**config.mk**
```make
export PLATFORM = sky130hd
export DESIGN_NAME = prts_ctrl
export DESIGN_NICKNAME = d
export VERILOG_FILES = /design/src/rtl/core/prts_pkg.sv /design/src/rtl/core/prts_ctrl.sv
export SDC_FILE = /design/constraint.sdc
export NUM_CORES = 1
export LEC_CHECK = 0
export BUFFER_PORTS_ARGS = -buffer_cell sky130_fd_sc_hd__buf_2
export CORE_UTILIZATION = 45
export DETAILED_ROUTE_END_ITERATION = 10
export PLACE_DENSITY = 0.7
export SKIP_CTS_REPAIR_TIMING = 1
export SLEW_MARGIN = 15
export SYNTH_ARGS = -nofsm -noshare
export SYNTH_HDL_FRONTEND = slang
export SYNTH_SLANG_ARGS = --single-unit
export TNS_END_PERCENT = 10
```
**constraint.sdc**
```tcl
create_clock -name clk -period 1.75 [get_ports clk]
set_input_delay 0 -clock clk [delete_from_list [all_inputs] [get_ports clk]]
set_output_delay 0 -clock clk [all_outputs]
set_load 0.01 [all_outputs]
```
**src/rtl/core/prts_pkg.sv**
```systemverilog
// shared types, codes and the scoring function of the replay store
`default_nettype none
package prts_pkg;

    localparam int REWARD_W = 16;
    localparam int DIFF_W   = 16;
    localparam int TIME_W   = 32;
    localparam int KIND_W   = 2;
    localparam int INDEX_W  = 6;
    localparam int BATCH_W  = 7;
    localparam int SCORE_W  = 20;
    localparam int ENTRY_W  = REWARD_W + DIFF_W + TIME_W;

    // opcodes
    localparam logic OP_APPEND = 1'b0;
    localparam logic OP_SAMPLE = 1'b1;

    // result kinds
    localparam logic [KIND_W-1:0] KIND_APPENDED = 2'd0;
    localparam logic [KIND_W-1:0] KIND_DROPPED  = 2'd1;
    localparam logic [KIND_W-1:0] KIND_SAMPLED  = 2'd2;
    localparam logic [KIND_W-1:0] KIND_EMPTY    = 2'd3;

    // register indexes
    localparam logic CFG_BATCH_LIMIT = 1'b0;
    localparam logic CFG_DIFF_TARGET = 1'b1;

    localparam logic [BATCH_W-1:0] BATCH_RESET  = 7'd16;
    localparam logic [DIFF_W-1:0]  TARGET_RESET = 16'd2048;

    // score constants, units of 2^-12
    localparam logic [16:0] NEAR_ONE      = 17'd4096;
    localparam logic [SCORE_W-1:0] BONUS  = 20'd163840;
    localparam logic signed [16:0] BONUS_LO = -17'sd2052;
    localparam logic signed [16:0] BONUS_HI = -17'sd2044;

    // controller to datapath commands
    typedef struct packed {
        logic load_in;
        logic begin_pass;
        logic scan_rd;
        logic fetch_rd;
        logic emit_entry;
        logic emit_append;
        logic emit_empty;
    } prts_cmd_t;

    // datapath to controller status
    typedef struct packed {
        logic op_sample;
        logic want_zero;
        logic scan_end;
        logic final_pick;
        logic out_free;
    } prts_stat_t;

    // priority of one entry against the difficulty frontier
    function automatic logic [SCORE_W-1:0] entry_score(
        input logic [REWARD_W-1:0] r,
        input logic [DIFF_W-1:0]   d,
        input logic [DIFF_W-1:0]   f
    );
        logic signed [16:0] rs;
        logic signed [16:0] dd;
        logic [16:0] ar;
        logic [16:0] ad;
        logic [SCORE_W-1:0] s;
        rs = {r[15], r};
        dd = $signed({d[15], d}) - $signed({f[15], f});
        ar = rs[16] ? 17'(-rs) : 17'(rs);
        ad = dd[16] ? 17'(-dd) : 17'(dd);
        s  = 20'(ar) * 20'd12;
        if (ad < NEAR_ONE)
        begin
            s = s + 20'(NEAR_ONE - ad);
        end
        if (rs >= BONUS_LO && rs <= BONUS_HI)
        begin
            s = s + BONUS;
        end
        return s;
    endfunction

endpackage
`default_nettype wire

```
**src/rtl/core/prts_ctrl.sv**
```systemverilog
// sequencer for append, empty answer and repeated selection passes
`default_nettype none
module prts_ctrl
    import prts_pkg::*;
(
    input  wire logic       clk,
    input  wire logic       rst_n,
    input  wire logic       req_valid,
    output logic            req_ready,
    input  wire prts_stat_t stat,
    output prts_cmd_t       cmd
);
    typedef enum logic [7:0] {
        S_IDLE   = 8'b0000_0001,
        S_DECIDE = 8'b0000_0010,
        S_APPEND = 8'b0000_0100,
        S_EMPTY  = 8'b0000_1000,
        S_SCAN   = 8'b0001_0000,
        S_DRAIN  = 8'b0010_0000,
        S_FETCH  = 8'b0100_0000,
        S_EMIT   = 8'b1000_0000
    } state_t;

    state_t state_reg;
    state_t state_next;

    assign req_ready = (state_reg == S_IDLE);

    // next state and commands
    always_comb
    begin
        state_next = state_reg;
        cmd        = '0;
        case (state_reg)
            S_IDLE:
            begin
                if (req_valid)
                begin
                    cmd.load_in = 1'b1;
                    state_next  = S_DECIDE;
                end
            end
            S_DECIDE:
            begin
                if (!stat.op_sample)
                begin
                    state_next = S_APPEND;
                end
                else if (stat.want_zero)
                begin
                    state_next = S_EMPTY;
                end
                else
                begin
                    cmd.begin_pass = 1'b1;
                    state_next     = S_SCAN;
                end
            end
            S_APPEND:
            begin
                if (stat.out_free)
                begin
                    cmd.emit_append = 1'b1;
                    state_next      = S_IDLE;
                end
            end
            S_EMPTY:
            begin
                if (stat.out_free)
                begin
                    cmd.emit_empty = 1'b1;
                    state_next     = S_IDLE;
                end
            end
            S_SCAN:
            begin
                cmd.scan_rd = 1'b1;
                if (stat.scan_end)
                begin
                    state_next = S_DRAIN;
                end
            end
            S_DRAIN:
            begin
                state_next = S_FETCH;
            end
            S_FETCH:
            begin
                cmd.fetch_rd = 1'b1;
                state_next   = S_EMIT;
            end
            S_EMIT:
            begin
                if (stat.out_free)
                begin
                    cmd.emit_entry = 1'b1;
                    if (stat.final_pick)
                    begin
                        state_next = S_IDLE;
                    end
                    else
                    begin
                        cmd.begin_pass = 1'b1;
                        state_next     = S_SCAN;
                    end
                end
            end
            default:
            begin
                state_next = S_IDLE;
            end
        endcase
    end

    always_ff @(posedge clk or negedge rst_n)
    begin
        if (!rst_n)
        begin
            state_reg <= S_IDLE;
        end
        else
        begin
            state_reg <= state_next;
        end
    end

    // checks
    a_accept_idle: assert property (@(posedge clk) disable iff (!rst_n)
        cmd.load_in |=> state_reg == S_DECIDE)
        else $error("accepted word not dispatched");
    a_one_emit: assert property (@(posedge clk) disable iff (!rst_n)
        $countones({cmd.emit_entry, cmd.emit_append, cmd.emit_empty}) <= 1)
        else $error("two results loaded at once");
    a_read_excl: assert property (@(posedge clk) disable iff (!rst_n)
        !(cmd.scan_rd && cmd.fetch_rd))
        else $error("scan and fetch read together");
endmodule
`default_nettype wire

```
; Word-level counts from Yosys, hierarchy flattened
; Index checks and enable logic that the tools add are counted.
[op_classes]
eq_ne = 12
reduce_logical = 2
muxes = 21
[ops]
columns = op, count
row1 = 8-bit case mux with 7 select lines, 1
row2 = 8-bit two-way mux, 5
row3 = 1-bit two-way mux, 12
row4 = 5-bit two-way mux, 2
row5 = 8-bit by 1-bit equality test with 1-bit output (second input constant), 1
row6 = 8-bit by 2-bit equality test with 1-bit output (second input constant), 1
row7 = 8-bit by 3-bit equality test with 1-bit output (second input constant), 1
row8 = 8-bit by 4-bit equality test with 1-bit output (second input constant), 1
row9 = 8-bit by 5-bit equality test with 1-bit output (second input constant), 1
row10 = 8-bit by 6-bit equality test with 1-bit output (second input constant), 1
row11 = 8-bit by 7-bit equality test with 1-bit output (second input constant), 1
row12 = 8-bit equality test (second input constant), 1
row13 = 2-bit != test (second input constant), 3
row14 = 4-bit AND reduction, 1
row15 = 2-bit by 1-bit != test with 1-bit output (second input constant), 1
row16 = 1-bit case mux with 2 select lines, 1
row17 = 2-bit OR reduction, 1
[word_totals]
output_inout_bits = 8
elab_cells = 36
regBits = 8
input_bits = 8

; Longest topological paths before layout
[depth]
ltp_word = 4
ltp_mapped = 5
mapped_depth_nobuf = 4

; Least setup slack after synthesis
; OpenSTA, ideal clock, no wires.
[synth_timing]
kind = flip-flop to flip-flop
from = register state_reg[5]
to = register state_reg[4]
arrival_time_ps = 1312
required_ps = 1685
n_path_buf = 0
period_less_slack_ps = 1376
slack_ps = 374
setup_ps = 65
stages_incl_launch_ff = 5
path_cell_list = dfrtp_1 > nor4_4 > nand4_1 > o22ai_2 > a21o_1
[synth_via]
elab_chain_len = 4
word_cells_on_any_way = 15
cone_classes = eq/ne (12) / mux (1) / reduce/logical (2)
[synth_rtl]
columns = element, line
row1 = "start, declared", prts_ctrl.sv:24  ; state_t state_reg;
row2 = "start signal, assigned", prts_ctrl.sv:123  ; state_reg <= state_next;
row3 = 8-bit by 4-bit equality test with 1-bit output or 8-bit by 3-bit equality test with 1-bit output (tied branches), prts_ctrl.sv:34  ; case (state_reg)
row4 = 2-bit OR reduction (no source line), --
row5 = 2-bit by 1-bit != test with 1-bit output (no source line), --
row6 = 4-bit AND reduction (no source line), --
; Several ways; a longest one is shown, not always the timed one.
; A chain may end at the register's enable or synchronous reset.

==> metrics.csv <==
stage,metric,value,unit
synthesis,Synth Flop Type,dfrtp_1,
die,die width,38.1,um
min_path,min-delay worst type,input port to register,
sta,final-report max-slew violation count,0,
sta,"Hold Vio Cnt, Final",0,
drt,Iter 0 DRT Violations,18,
synthesis,post-synthesis compound-gate area fraction,16.0,%
clocking,TritonCTS clock tree,yes,
critical_path,Setup crit end kind,output pin,
critical_path,Crit Path Class,register to output pin,
clocking,clk slew on worst S/H paths,50,ps
final_layout,n_diodes,0,
sta,worst hold slack,95.6,ps
sta,Worst Tran Pin Value,438,ps
sta,Layout Skew,8.60,ps
synthesis,"FFs w/ async S/R, synth",100,%
drt,Vias,536,
die,IO Pins,16,
sta,Final period util,99.6,%
power_and_ir_drop,Pwr Density,899,mW/mm^2
critical_path,startpoint types,register,
synthesis,Synth Area per Inst,9.92,um^2
synthesis,area share of the largest cell type after synthesis,29.9,%
drt,DR WL/cell,12.9,um
synthesis,Seq cells post-synth,8,
synthesis,cell taking the most area after synthesis,dfrtp_1,
final_layout,fillers,89,
drt,DRT antenna net count,0,
synthesis,most frequent cells after synthesis,"7 x dfrtp_1, 5 x nand2b_1, 4 x and2_1",
placement,count of input and output buffers,15,
critical_path,Crit Path Max Fanout,7,
sta,slew margin rel.,70.6,%
drt,vias per inst,5.36,
final_layout,synthesis-to-layout area growth,33.1,%
final_layout,fin util,67.4,%
synthesis,simple-gate portion of the synthesized area,40.4,%
synthesis,post-synthesis net count,67,
synthesis,warnings from Yosys,0,
global_route,first-pass GRT wire length,1920,um
synthesis,Netlist Area Pre-Place,586,um^2
synthesis,Adder-Cell Fraction of Synth Area,0,%
clocking,Max Root-Sink Buffers,2,
synthesis,Post-synth EDFFs,0,
drt,final wirelength,1290,um
synthesis,synth unique cells,30,
final_layout,register area,205,um^2
die,initial core utilization,50.6,%
die,row count,12,
clocking,CTS Buf Count,3,
sta,final setup violation count,0,
die,Die Ht,38.1,um
placement,GPL Wtd Cong,0.745,
run_status,status,"complete, no violations",
synthesis,most frequent cell after synthesis,dfrtp_1,
clocking,clk_lat worst skew,260,ps
global_route,vias in the first global route,438,
power_and_ir_drop,Leak Pwr,0.000372,uW
synthesis,mux cell area share after synthesis,0,%
power_and_ir_drop,Max IR drop VDD,0.000843,V
drt,DRC errors left,0,
die,core area,0.00116,mm^2
final_layout,layout cell share with drive strength beyond 1,38.4,%
clocking,CTS root buf,clkbuf_4,
final_layout,flip-flop count of the largest register after layout,8,
synthesis,largest family of logic cells by synthesized area,simple AND/OR/NAND/NOR gates,
sta,fmax,0.574,GHz
drt,drt first pass iters,4,
critical_path,CP required,1750,ps
die,area of the die,0.00145,mm^2
synthesis,Syn Inst Count,59,
clocking,Clock Sinks,8,
final_layout,multi-input combinational cell area,357,um^2
synthesis,"top cells by area, synth","dfrtp_1 30%, nor4_4 7.3%, nand2b_1 5.3%, dfstp_2 4.5%, xor2_1 4.5%",
run,Max-cap violations,0,
sta,post-route minimum period,1740,ps
clocking,H-tree Lvls,1,
synthesis,xor/xnor share of the synthesized area,4.49,%
final_layout,Final nets,95,
synthesis,sequential share of the synthesized area,34.4,%
global_route,initial antenna violation count,0,
global_route,GR Overflow Total,0,
global_route,largest net degree at the start of global routing,9,
sta,RSZ-0062 raised after global routing,true,
placement,Detailed Place HPWL,921,um
global_route,All-Layer GR Usage,20.3,%
critical_path,Worst EP arrival,1740,ps
==> path summary, 6_finish.rpt <==
path                              startpoint            to  slack [ps]  cells past startpoint
min in group asynchronous              rst_n  state_reg[1]         110                      2
worst min-delay path                 stat[0]  state_reg[7]         100                      3
worst max register to register  state_reg[7]  state_reg[0]         170                      5
worst max-delay path            state_reg[7]        cmd[6]           8                      4
worst min register to register  state_reg[2]  state_reg[2]         660                      1
max in group asynchronous              rst_n  state_reg[0]        1390                      2
==> where the power goes <==
part | internal (uW) | switching [uW] | leakage (uW)
combinational | 142 | 139 | 0.000255
sequential | 218 | 46.2 | 0.000102
clock | 87.6 | 68.4 | 0.0000150
==> cells in the final DEF (no fill, tap or decap), types with 2 or more instances in the layout <==
cell type / instances
a211oi_1: 2
nand3_1: 3
nand2b_1: 5
dlygate4sd3_1: 5
nor4_4: 2
nor4b_1: 2
xor2_1: 3
nand4_1: 2
o2bb2ai_1: 2
dfrtp_1: 4
nor2b_1: 2
nand2_1: 2
inv_1: 3
dfrtp_2: 3
and2_1: 4
nor3b_1: 2
nor2_1: 3
buf_2: 15
clkbuf_4: 3
buf_4: 5
==> final cells by class <==
class	count	share of cell area (%)
multi-input cells	46	45.7
flip-flops and latches	8	26.3
repair buffers	25	20.9
clock buffers	4	3.37
well taps	14	2.25
inverters	3	1.44
==> stage by stage <==
stage	setup TNS, ps	cell area [um^2]	total power [uW]	instances	setup slack (ps)
after detailed placement	0	669	525	87	249
after floorplan	0	586	451	59	374
after CTS	-4.73	696	688	91	-4.73
after global placement	0	669	522	87	269
final	0	779	701	100	7.52
after global routing	-151	779	757	100	-44.3
==> layer usage <==
metal	track usage (%)	vias up	routed length [um]
li1	-	273	-
met1	22.7	248	585
met2	32.2	13	633
met3	8.72	2	67
met4	10.7	0	7
met5	0	-	0
==> critical path, stage by stage, from the launching register on <==
cell,delay (ps)
dfrtp_2,450
nor4_4,480
and4b_1,320
and2_1,130
buf_2,120
==> cell families (layout without fill, tap and decap cells) <==
group | after synthesis | count (layout)
AND/OR/NAND/NOR | 32 | 32
AO/OA/AOI/OAI | 11 | 11
buffers and inverters | 5 | 32
flip-flops | 8 | 8
XOR/XNOR | 3 | 3
No activity file was read; power rests on OpenSTA's default activity.
